===== src/design/dmx_rx_ram.sv =====
// ----------------------------------------------------------------------------
// dmx_rx_ram
// Generic simple dual-port RAM: one write port, one read port, registered
// read data.
// ----------------------------------------------------------------------------
`default_nettype none

module dmx_rx_ram #(
  parameter int WIDTH = 8,
  parameter int DEPTH = 512
) (
  input  wire logic                     clk_i,
  input  wire logic                     we_i,
  input  wire logic [$clog2(DEPTH)-1:0] waddr_i,
  input  wire logic [WIDTH-1:0]         wdata_i,
  input  wire logic [$clog2(DEPTH)-1:0] raddr_i,
  output      logic [WIDTH-1:0]         rdata_o
);

  logic [WIDTH-1:0] mem_q [DEPTH];

  always_ff @(posedge clk_i) begin
    if (we_i) begin
      mem_q[waddr_i] <= wdata_i;
    end
    rdata_o <= mem_q[raddr_i];
  end

endmodule

`default_nettype wire


===== config.mk =====
export PLATFORM = sky130hd
export DESIGN_NAME = dmx_rx_ram
export DESIGN_NICKNAME = d
export VERILOG_FILES = /design/src/design/dmx_rx_ram.sv
export SDC_FILE = /design/constraint.sdc
export NUM_CORES = 2
export LEC_CHECK = 0
export BUFFER_PORTS_ARGS = -buffer_cell sky130_fd_sc_hd__buf_2
export CORE_MARGIN = 2
export CORE_UTILIZATION = 44
export DETAILED_ROUTE_END_ITERATION = 10
export PLACE_DENSITY = 0.62
export SLEW_MARGIN = 25
export SYNTH_ARGS = -nofsm -noshare
export SYNTH_HDL_FRONTEND = slang
export SYNTH_SLANG_ARGS = --single-unit

===== constraint.sdc =====
create_clock -name clk_i -period 4.3 [get_ports clk_i]
set_clock_uncertainty 0.15 [all_clocks]
set_input_delay 0.215 -clock clk_i [delete_from_list [all_inputs] [get_ports clk_i]]
set_output_delay 0.215 -clock clk_i [all_outputs]
set_load 0.02 [all_outputs]

==> metrics.yaml <==
ys_seq_area_share_pct: 77.01
ys_types: 51
hpwl_um: 258500
antenna_found_initial: 27
grt_pass1_wl_um: 596200
crit_path_max_incr_delay_ns: 1.02
cp-start-kind: "flop"
cts_tree: "yes"
syn-instance-count: 8030
clk_latency_ns: 0.98
synth_top_family_by_area: "multiplexers"
fin_crit_sh_pct: 82.01
overflow: 0
ys_ff_latch: 4104
die_h_um: 606.9
crit_type: "reg -> reg"
clockBufferDepth: 4
hold_viol_final: 0
drc_errors: 0
row_count: 221
boundaryPins: 36
dr.pass1.iters: 9
ant_nets: 0
post_synth.cell_area_avg_um2: 19.92
powerDensity_nw_per_um2: 463.5
synthMuxAreaShare_pct: 14.20
period_needed_ns: 3.527
fmax_mhz: 283.6
async_reset_ff_share_pct: 0
fill_cells: 28440
layout_commonest_cell: "edfxtp_1"
grt_pass1_vias: 81710
crit_arrival_ns: 4.28
synth-edff-count: 4096
drv_cap: 0
hold_class: "in -> reg"
synth_compound_area_share_pct: 4.313
cts.clk_slew.worst_paths_ns: 0.06
path_delay_family: "compound AO/OA/AOI/OAI gates"
yosys_warnings: 0
synth-simple-area-share_pct: 2.631
vias: 82820
crit_top_cell: "o221ai_1"
endpoint_kind: "flop"
synth_xor_area_share_pct: 0
place.gp.congestion: 0.8902
grt_max_degree: 144
core_area_um2: 362000
wl_per_cell_um: 30.80
path_max_fanout: 2
start_util_pct: 44.18
drtIter0Drc: 10734
synth_fa_ha_area_share_pct: 0
viasPerCell: 6.106
setup_violations: 0
final_layout_size_suffix_gt1_share_pct: 20.27
die_area_um2: 368300
synth_ff_type: "edfxtp_1"
synth_nets: 8058
cp.required_ns: 5.05
slew_headroom_pct: 19.75
final_nets: 8451
crit_slowest_cell: "nor4b_2"
cts-root-buf: "clkbuf_16"
grt_usage_pct: 22.40
die_w_um: 606.9
final_cell_mix: "edfxtp_1 (4096), mux2i_1 (797), mux4_2 (654), nor2_1 (595), clkbuf_16 (404)"
crit_buf_inv: 0
syn_area_um2: 159900
p_leak_nw: 57.77
tightest_slew_ns: 1.204
htree_levels: 5
routed_wirelength_um: 417800
outcome: "completed"
maxSlewViolCount: 0
fin_util_pct: 50.20
rsz0062_at_grt: "no"
cts_resized: 0
dp_slack_ns: -0.04292
io_buffers: 35
syn2layout_area_growth_pct: 13.61
worst_ir_drop_vdd_uv: 319.2
cts.sinks: 4104
timing.final.ws_setup_ns: 0.7735
crit_path_cell_trace: "mux2i_1 -> o221ai_1 -> o22ai_1 -> o21ai_0 -> o221ai_1 -> nor4b_2 -> o2111a_1"
numCtsBuffers: 402
## cells by family after synthesis
logic type	after synthesis
flip-flops	4104
multiplexers	1451
AND/OR/NAND/NOR	980
AO/OA/AOI/OAI	979
buffers and inverters	516
## worst reg2reg max path, stage by stage (launching register included)
cell	delay (ns)
edfxtp_1	0.32
mux2i_1	0.08
o221ai_1	0.37
o22ai_1	0.15
o21ai_0	0.74
o221ai_1	0.31
nor4b_2	1.02
o2111a_1	0.32
## cell usage after synthesis (6+ instances only)
master	n	share of area, %
buf_2	57	0.18
nand3_1	36	0.11
o2111a_1	8	0.056
a211oi_1	17	0.080
buf_6	64	0.45
nand4_1	32	0.13
o21ai_0	118	0.37
nor2_1	597	1.4
nand2_1	111	0.26
or3_1	6	0.023
a21oi_1	194	0.61
buf_4	70	0.33
mux2i_1	797	5.0
buf_8	11	0.10
buf_1	41	0.096
and2_1	20	0.078
nor3_1	109	0.34
a22oi_1	61	0.29
o22ai_1	163	0.64
nor4_1	36	0.14
mux4_2	654	9.2
dfxtp_1	8	0.10
edfxtp_1	4096	77
nor2b_1	6	0.023
o221ai_1	371	2.0
nor3b_1	8	0.038
o41ai_1	7	0.038
o31ai_1	13	0.061
clkbuf_1	265	0.62
## where the power goes
| group | switching, mW | internal (mW) | leakage (nW) |
|---|---|---|---|
| clock network | 15.2 | 20.8 | 6.55 |
| logic | 2.79 | 1.33 | 14.3 |
| registers | 0.0332 | 44.1 | 36.9 |
| total | 18.0 | 66.2 | 57.8 |
## routing by layer
metal / wire length [µm] / part of all wire, % / GRT usage (%)
met1: 168200 / 40 / 31.33
met2: 201200 / 48 / 36.13
met3: 34390 / 8.2 / 3.682
met4: 13930 / 3.3 / 7.065
met5: 7 / 0.0017 / 0
## timing repair
item	CTS	global route
hold buffers	14	0
endpoints found under the hold margin	2010	0
setup endpoints to repair	0	0
setup buffers	0	0
## sequential cells by signal, summed over array words and instances (netlist names)
signal and flops:
mem_q 4096, rdata_o 8
## path summary, 6_finish.rpt
kind / startpoint / end / slack, ns / cells past startpoint
worst max-delay path: mem_q[169][6]$_DFFE_PP_ / rdata_o[6]$_DFF_P_ / 0.77 / 7
worst min-delay path: wdata_i[5] / mem_q[409][5]$_DFFE_PP_ / 0.08 / 2
worst max register to register: mem_q[169][6]$_DFFE_PP_ / rdata_o[6]$_DFF_P_ / 0.77 / 7
worst min register to register: mem_q[152][7]$_DFFE_PP_ / rdata_o[7]$_DFF_P_ / 0.99 / 4
## metrics by stage
stage	power [mW]	area (µm²)	setup TNS, ns	hold WS, ns	cells
finish	84.22	181700	0	0.07763	13563
detailed placement	49.03	168000	-0.04292	0.4980	12798
global placement	48.97	168000	0	0.4914	12798
CTS	84.62	181600	0	0.01890	13549
global route	86.32	181700	0	0.06060	13553
floorplan	47.04	159900	0	0.1639	8030
## area by class of cell
cell class	count	area, µm²	share of cell area, %
Clock buffer	479	10440	5.747
Tap cell	4794	5998	3.301
Clock inverter	258	3080	1.695
Antenna cell	13	32.53	0.01790
Sequential cell	4104	123200	67.78
Multi-Input combinational cell	3410	34000	18.71
Inverter	3	18.77	0.01033
Timing Repair Buffer	502	4965	2.733
No activity file was read; power rests on OpenSTA's default activity.
