===== config.mk =====
export PLATFORM = sky130hd
export DESIGN_NAME = dmx_rx_ctrl
export DESIGN_NICKNAME = d
export VERILOG_FILES = /design/src/design/dmx_rx_pkg.sv /design/src/design/dmx_rx_ctrl.sv
export SDC_FILE = /design/constraint.sdc
export NUM_CORES = 1
export LEC_CHECK = 0
export BUFFER_PORTS_ARGS = -buffer_cell sky130_fd_sc_hd__buf_4
export CAP_MARGIN = 30
export CORE_MARGIN = 2
export CORE_UTILIZATION = 30
export CTS_CLUSTER_DIAMETER = 150
export DETAILED_ROUTE_END_ITERATION = 7
export PLACE_DENSITY_LB_ADDON = 0.08
export SLEW_MARGIN = 20
export SYNTH_ARGS = -nofsm -noshare
export SYNTH_HDL_FRONTEND = slang
export SYNTH_SLANG_ARGS = --single-unit

===== constraint.sdc =====
create_clock -name clk_i -period 6.8 [get_ports clk_i]
set_input_delay 0.68 -clock clk_i [delete_from_list [all_inputs] [get_ports clk_i]]
set_output_delay 0.68 -clock clk_i [all_outputs]
set_load 0.01 [all_outputs]

===== src/design/dmx_rx_pkg.sv =====
// ----------------------------------------------------------------------------
// dmx_rx_pkg
// Shared types and constants of the DMX512 frame receiver.
// ----------------------------------------------------------------------------
`default_nettype none

package dmx_rx_pkg;

  // Frame and channel store geometry
  localparam int CHANNELS      = 512;
  localparam int FRAME_MAX     = 513;
  localparam int LEN_W         = $clog2(FRAME_MAX + 1);
  localparam int FR_AW         = $clog2(FRAME_MAX);
  localparam int CH_AW         = $clog2(CHANNELS);
  localparam int CHECK_MIN_LEN = 100;

  localparam logic [31:0] DEFAULT_DEBOUNCE = 32'd160000;

  // Input opcodes
  localparam logic [1:0] OP_DATA  = 2'd0;
  localparam logic [1:0] OP_BREAK = 2'd1;
  localparam logic [1:0] OP_OVF   = 2'd2;
  localparam logic [1:0] OP_READ  = 2'd3;

  // Configuration register indexes
  localparam int CFG_IDX_W = 1;
  localparam logic [CFG_IDX_W-1:0] CFG_RX_ENABLE = 1'd0;
  localparam logic [CFG_IDX_W-1:0] CFG_DEBOUNCE  = 1'd1;

  // Input item
  typedef struct packed {
    logic [1:0]  opcode;
    logic [7:0]  data_byte;
    logic [31:0] timestamp;
    logic [8:0]  channel_index;
  } item_t;

  // Result item
  typedef struct packed {
    logic        frame_done;
    logic        break_accepted;
    logic [9:0]  channel_count;
    logic [7:0]  start_code;
    logic [7:0]  xor_check;
    logic [15:0] sum_check;
    logic        check_valid;
    logic [7:0]  read_data;
  } res_t;

  // Frame store port request
  typedef struct packed {
    logic             we;
    logic [FR_AW-1:0] waddr;
    logic [7:0]       wdata;
    logic [FR_AW-1:0] raddr;
  } frm_req_t;

  // Channel store port request
  typedef struct packed {
    logic             we;
    logic [CH_AW-1:0] waddr;
    logic [7:0]       wdata;
    logic [CH_AW-1:0] raddr;
  } chn_req_t;

  // Checksum unit control
  typedef struct packed {
    logic       clr;
    logic       en;
    logic [7:0] data;
  } chk_ctl_t;

endpackage

`default_nettype wire


===== src/design/dmx_rx_ctrl.sv =====
// ----------------------------------------------------------------------------
// dmx_rx_ctrl
// Sequencer of the DMX512 frame receiver: framing state, break debounce,
// frame copy loop, channel reads and the result register.
// ----------------------------------------------------------------------------
`default_nettype none

module dmx_rx_ctrl (
  input  wire logic                                clk_i,
  input  wire logic                                rst_ni,
  // input items
  input  wire logic                                in_valid_i,
  output      logic                                in_ready_o,
  input  wire dmx_rx_pkg::item_t                   in_item_i,
  // result items
  output      logic                                out_valid_o,
  input  wire logic                                out_ready_i,
  output      dmx_rx_pkg::res_t                    out_res_o,
  // configuration writes
  input  wire logic                                cfg_valid_i,
  output      logic                                cfg_ready_o,
  input  wire logic [dmx_rx_pkg::CFG_IDX_W-1:0]    cfg_index_i,
  input  wire logic [31:0]                         cfg_data_i,
  // frame store
  output      dmx_rx_pkg::frm_req_t                frm_req_o,
  input  wire logic [7:0]                          frm_rdata_i,
  // channel store
  output      dmx_rx_pkg::chn_req_t                chn_req_o,
  input  wire logic [7:0]                          chn_rdata_i,
  // checksum unit
  output      dmx_rx_pkg::chk_ctl_t                chk_ctl_o,
  input  wire logic [7:0]                          xor_i,
  input  wire logic [15:0]                         sum_i
);
  import dmx_rx_pkg::*;

  localparam logic [2:0] ST_IDLE   = 3'd0;
  localparam logic [2:0] ST_EXEC   = 3'd1;
  localparam logic [2:0] ST_RDWAIT = 3'd2;
  localparam logic [2:0] ST_COPY   = 3'd3;
  localparam logic [2:0] ST_FIN    = 3'd4;
  localparam logic [2:0] ST_OUT    = 3'd5;

  logic [2:0]       state_q, state_d;
  item_t            item_q, item_d;
  res_t             res_q, res_d;
  res_t             out_res_q, out_res_d;
  logic             out_valid_q, out_valid_d;

  logic             rx_en_q, rx_en_d;
  logic [31:0]      deb_q, deb_d;
  logic [LEN_W-1:0] len_q, len_d;
  logic             frame_open_q, frame_open_d;
  logic             synced_q, synced_d;
  logic [31:0]      last_q, last_d;
  logic [LEN_W-1:0] fill_q, fill_d;

  logic [LEN_W-1:0] copy_len_q, copy_len_d;
  logic [LEN_W-1:0] ptr_q, ptr_d;
  logic [LEN_W-1:0] paddr_q, paddr_d;
  logic             pend_q, pend_d;

  logic [31:0]      brk_diff;
  logic             brk_ignore;
  logic [LEN_W-1:0] ch_off;
  logic [LEN_W-1:0] n_chan;
  logic [LEN_W-1:0] n_store;
  logic [LEN_W-1:0] idx_ext;

  // Debounce distance, modular
  assign brk_diff   = item_q.timestamp - last_q;
  assign brk_ignore = (last_q != '0) && (brk_diff < deb_q);

  assign ch_off  = paddr_q - LEN_W'(1);
  assign n_chan  = copy_len_q - LEN_W'(1);
  assign n_store = (n_chan > LEN_W'(CHANNELS)) ? LEN_W'(CHANNELS) : n_chan;
  assign idx_ext = LEN_W'(item_q.channel_index);

  always_comb begin
    state_d      = state_q;
    item_d       = item_q;
    res_d        = res_q;
    out_res_d    = out_res_q;
    out_valid_d  = out_valid_q;
    rx_en_d      = rx_en_q;
    deb_d        = deb_q;
    len_d        = len_q;
    frame_open_d = frame_open_q;
    synced_d     = synced_q;
    last_d       = last_q;
    fill_d       = fill_q;
    copy_len_d   = copy_len_q;
    ptr_d        = ptr_q;
    paddr_d      = paddr_q;
    pend_d       = 1'b0;

    frm_req_o       = '0;
    frm_req_o.raddr = ptr_q[FR_AW-1:0];
    chn_req_o       = '0;
    chn_req_o.raddr = item_q.channel_index[CH_AW-1:0];
    chk_ctl_o       = '0;
    chk_ctl_o.data  = frm_rdata_i;

    // Configuration writes
    if (cfg_valid_i) begin
      case (cfg_index_i)
        CFG_RX_ENABLE: begin
          rx_en_d = cfg_data_i[0];
          if (cfg_data_i[0]) begin
            frame_open_d = 1'b0;
            len_d        = '0;
            synced_d     = 1'b0;
            last_d       = '0;
          end
        end
        CFG_DEBOUNCE: deb_d = cfg_data_i;
        default: ;
      endcase
    end

    // Result register drains independently
    if (out_valid_q && out_ready_i) begin
      out_valid_d = 1'b0;
    end

    case (state_q)
      ST_IDLE: begin
        if (in_valid_i) begin
          item_d  = in_item_i;
          res_d   = '0;
          state_d = ST_EXEC;
        end
      end

      ST_EXEC: begin
        state_d = ST_OUT;
        if (item_q.opcode == OP_READ) begin
          state_d = ST_RDWAIT;
        end else if (rx_en_q) begin
          case (item_q.opcode)
            OP_DATA: begin
              if (frame_open_q && (len_q < LEN_W'(FRAME_MAX))) begin
                frm_req_o.we    = 1'b1;
                frm_req_o.waddr = len_q[FR_AW-1:0];
                frm_req_o.wdata = item_q.data_byte;
                len_d           = len_q + LEN_W'(1);
              end
            end
            OP_OVF: begin
              frame_open_d = 1'b0;
              len_d        = '0;
            end
            OP_BREAK: begin
              if (!brk_ignore) begin
                last_d               = item_q.timestamp;
                res_d.break_accepted = 1'b1;
                len_d                = '0;
                frame_open_d         = 1'b1;
                copy_len_d           = len_q;
                if (frame_open_q && (len_q != '0)) begin
                  if (!synced_q) begin
                    synced_d = 1'b1;
                  end else if (len_q >= LEN_W'(2)) begin
                    ptr_d         = '0;
                    chk_ctl_o.clr = 1'b1;
                    state_d       = ST_COPY;
                  end
                end
              end
            end
            default: ;
          endcase
        end
      end

      // Channel store read data is registered and arrives the cycle after its address
      ST_RDWAIT: begin
        if ((idx_ext < LEN_W'(CHANNELS)) && (idx_ext < fill_q)) begin
          res_d.read_data = chn_rdata_i;
        end
        state_d = ST_OUT;
      end

      // Read frame bytes in order; the byte read last cycle is consumed now
      ST_COPY: begin
        if (ptr_q < copy_len_q) begin
          ptr_d   = ptr_q + LEN_W'(1);
          pend_d  = 1'b1;
          paddr_d = ptr_q;
        end
        if (pend_q) begin
          if (paddr_q == '0) begin
            res_d.start_code = frm_rdata_i;
          end else begin
            chk_ctl_o.en = 1'b1;
            if (ch_off < LEN_W'(CHANNELS)) begin
              chn_req_o.we    = 1'b1;
              chn_req_o.waddr = ch_off[CH_AW-1:0];
              chn_req_o.wdata = frm_rdata_i;
            end
          end
          if (paddr_q == n_chan) begin
            pend_d              = 1'b0;
            res_d.frame_done    = 1'b1;
            res_d.channel_count = n_chan;
            res_d.check_valid   = (copy_len_q >= LEN_W'(CHECK_MIN_LEN));
            if (n_store > fill_q) begin
              fill_d = n_store;
            end
            state_d = ST_FIN;
          end
        end
      end

      // Checksums settle in the cycle after the last byte
      ST_FIN: begin
        res_d.xor_check = xor_i;
        res_d.sum_check = sum_i;
        state_d         = ST_OUT;
      end

      ST_OUT: begin
        if (!out_valid_q || out_ready_i) begin
          out_res_d   = res_q;
          out_valid_d = 1'b1;
          state_d     = ST_IDLE;
        end
      end

      default: state_d = ST_IDLE;
    endcase
  end

  always_ff @(posedge clk_i or negedge rst_ni) begin
    if (!rst_ni) begin
      state_q      <= ST_IDLE;
      out_valid_q  <= 1'b0;
      rx_en_q      <= 1'b1;
      deb_q        <= DEFAULT_DEBOUNCE;
      len_q        <= '0;
      frame_open_q <= 1'b0;
      synced_q     <= 1'b0;
      last_q       <= '0;
      fill_q       <= '0;
      pend_q       <= 1'b0;
    end else begin
      state_q      <= state_d;
      out_valid_q  <= out_valid_d;
      rx_en_q      <= rx_en_d;
      deb_q        <= deb_d;
      len_q        <= len_d;
      frame_open_q <= frame_open_d;
      synced_q     <= synced_d;
      last_q       <= last_d;
      fill_q       <= fill_d;
      pend_q       <= pend_d;
    end
  end

  // Payload registers
  always_ff @(posedge clk_i) begin
    item_q     <= item_d;
    res_q      <= res_d;
    out_res_q  <= out_res_d;
    copy_len_q <= copy_len_d;
    ptr_q      <= ptr_d;
    paddr_q    <= paddr_d;
  end

  assign in_ready_o  = (state_q == ST_IDLE);
  assign out_valid_o = out_valid_q;
  assign out_res_o   = out_res_q;
  assign cfg_ready_o = 1'b1;

endmodule

`default_nettype wire


==> summary.md <==
| Metric | Value |
|---|---|
| Slew margin rel. | a little under half |
| Setup TNS | 0 ns |
| Leakage | about 0.0076 uW |
| Post-CTS Setup Bufs | 0 |
| Area share of the largest cell type after synthesis | 39.5% |
| DRC errors left | 23 |
| Delay-heaviest family, CP | compound AO/OA/AOI/OAI gates |
| Root Buffer Master | clkbuf_16 |
| VDD IR-drop max | roughly 0.17 mV |
| Mux cell area share after synthesis | 3.78% |
| CTS tree | built |
| Num rows | 79 |
| Post-CTS Resized | 0 |
| Part of the cycle the worst path needs | between 80% and 90% |
| Crit path cell chain | inv_1 -> ha_1 -> inv_1 -> fa_1 -> a21o_1 -> a31oi_1 -> nor3_1 -> or2_1 -> a2111oi_2 -> nor2_1 -> xnor2_1 -> ha_1 -> a21o_1 -> a211oi_1 -> o21bai_1 -> a31oi_1 -> nand2_1 -> nand2_1 -> nor4_1 -> buf_4 |
| Slew @ Worst Pin | roughly 0.79 ns |
| Crit Path Max Fanout | 5 |
| Total number of vias | just under 10000 |
| Top-count cell post-synth | edfxtp_1 |
| H-tree depth | 2 |
| Slew Viols, Final | 0 |
| Reg2reg end | len_q[3] |
| Violated checks | DRC |
| R2R Setup Slk | between 1.5 and 2 ns |
| WL/cell | 17.3 um |
| Final instance area | ~18000 um^2 |
| EDFF count, synth | 187 |
| Number of synthesized register bits | between 200 and 300 |
| Area delta synth->final | 26.2% |
| Total global routing overflow | 0 |
| Achievable clock frequency | 167 MHz |
| Syn Area/Cell | about 12 um^2 |
| Crit path buf inv count | 3 |
| Clock-pin slew on the worst setup and hold paths | approximately 0.050 ns |
| Synth cell types | 72 |
| Worst skew pair latency | ~0.55 ns |
| YS warnings | 0 |
| RSZ-0062 raised after global routing | false |
| N_diodes | 0 |
| Dpl cell area | 16700 um^2 |
| Synth Flop Type | edfxtp_1 |
| DRT Wirelength | approximately 36 mm |
| Antenna-violating nets left | 0 |
| Number of global-route vias before repair | around 10000 |
| Initial core utilization | between 30% and 40% |
| Status | finished with violations |
| DRT iter0 DRCs | approximately 430 |
| Die width | 222 um |
| Clock Skews | roughly 0.019 ns |
| Clock sink count | roughly 280 |
| Syn_nets | between 1000 and 1500 |
| Largest family of logic cells by synthesized area | simple AND/OR/NAND/NOR gates |
| Fin. Hold Viols | 0 |
| Crit end category | primary output |
| Total die area | a little under 50000 um^2 |
| Sequential area share after synthesis | about 56% |
| TritonCTS Buffers | 36 |
| Layout cells sized above 1 | between 20 and 30% |
| # setup viols final | 0 |
| Simple-Gate Fraction of Synth Area | around an eighth |
| Post-Synth Adder-Cell Area | ~8.9% |
| Fillers | around 4600 |
| XOR/XNOR Fraction of Synth Area | about 3.8% |
| Crit path capture | chk_ctl_o[9] |
| Critical path origin | item_q[9] |
| Post-CTS Hold Buffers | 0 |
| Port-buffer cells | between 200 and 250 |
| Post-synthesis compound-gate area fraction | ~10% |
| Fin nets | between 1500 and 2000 |
| First-pass GRT wire length | roughly 57 mm |
| RD Place Congestion | between 0.8 and 0.9 |
| WS Path Type | register to primary output |
| Period minus WS final | 5.98 ns |
| Cell depth of the worst setup path | 20 |
| Crit path DAT | roughly 5.3 ns |
| Top-level port count | 251 |
| Asr flop ratio synth | 33.0% |
| Largest net degree at the start of global routing | between 60 and 70 |
| Max Cap Viol | 0 |
| Initial DRT Pass Iterations | 7 |
| Die H | roughly 220 um |
| Startpoint Class | register |
| Reg2reg start | item_q[18] |
| Mapped Cells | between 1000 and 1500 |
| DP HPWL | ~27 mm |
| Vias per cell | around 4.7 |
| Global Route Usage Sum | roughly 15% |
| Synth Cell Area | 14200 um^2 |
| Initial antenna violation count | 1 |
| CP required | between 6 and 7 ns |
| Max clock buf depth | 3 |
| Yosys top cell by area | edfxtp_1 |
| Slowest CP cell | a2111oi_2 |
| Reg2Reg Depth | 16 |
| Crit path largest cell delay | 0.63 ns |
| Top post-synthesis cells by count | edfxtp_1 (187), inv_1 (103), ha_1 (100), nand2_1 (98), dfrtp_1 (86) |
| Area of the core | between 40000 and 50000 um^2 |
| Area contributors post-synth | edfxtp_1 (39%), dfrtp_1 (15%), ha_1 (8.8%) |
| Hold WC Path Type | input pin to async pin |
| PwrDens | around 350 nW/um^2 |
kinds of logic after synthesis:
logic type | count (synthesis)
and+or+nand+nor | 366
DFF | 279
AOI/OAI and AO/OA | 218
buffers and inverters | 151
adders and majority gates | 101
xor gates and xnor gates | 57
muxes | 46
other | 1
routing by layer:
metal / vias to the layer above / global-route usage, % / part of all wire, %
li1: 4906 / - / -
met1: 4679 / 20.1 / 45
met2: 229 / 23.9 / 46
met3: 56 / 2.92 / 5.7
met4: 2 / 5.17 / 2.5
met5: - / 0 / 0.036
state kept, by name, indices dropped and copies added (netlist names):
| register | count |
|---|---|
| rx_en_q | 1 |
| paddr_q | 10 |
| len_q | 10 |
| ptr_q | 10 |
| out_valid_o | 1 |
| fill_q | 10 |
| deb_q | 32 |
| frame_open_q | 1 |
| copy_len_q | 10 |
| pend_q | 1 |
| res_q | 53 |
| out_res_o | 53 |
| last_q | 32 |
| state_q | 3 |
| item_q | 42 |
| synced_q | 1 |
| chn_req_o | 9 |
worst min-delay path by stage:
| stage | to | slack, ns |
|---|---|---|
| 2_1_floorplan | deb_q[0] | 0.38 |
| 3_5_place_dp | out_res_o[1] | 0.40 |
| 3_3_place_gp | out_res_o[38] | 0.40 |
| 6_report | deb_q[28] | 0.14 |
| 4_1_cts | deb_q[27] | 0.14 |
| 5_1_grt | deb_q[27] | 0.17 |
placed cells by master, fill, tap and decap left out, types with 29 or more instances in the layout:
cell type	instances
o31ai_1	34
xnor2_1	36
and3_1	35
nor2_1	81
buf_4	259
and2_1	46
clkbuf_16	38
inv_1	102
nand2_1	98
a21oi_1	47
ha_1	100
o21ai_0	37
mux2_2	34
a21o_1	29
edfxtp_1	187
dfrtp_1	86
area by class of cell:
class	instances	area [um^2]	share of cell area, %
multi-input cells	789	5690	31.7
inverters	103	387	2.15
clock inverters	18	208	1.16
well taps	607	759	4.23
clock buffers	48	1010	5.61
flip-flops and latches	279	7930	44.1
repair buffers	263	1990	11.1
power breakdown:
group	switching [uW]	internal, uW	leakage, uW
clock	755	1200	0.000596
sequential	185	2300	0.00292
combinational	1050	767	0.00410
total	1990	4270	0.00761
per-stage QoR:
step           hold slack, ns  util, %  power, uW  instances  setup slack, ns
6_report                0.142     38.5       6260       2107            0.822
5_1_grt                 0.171     38.5       6690       2107            0.394
4_1_cts                 0.136     38.5       6390       2105            0.696
3_5_place_dp            0.405     35.9       4380       2039             1.32
3_3_place_gp            0.400     35.8       4370       2037             1.30
2_1_floorplan           0.384        -       3660       1219             2.03
Power figures use the tool's default switching activity.
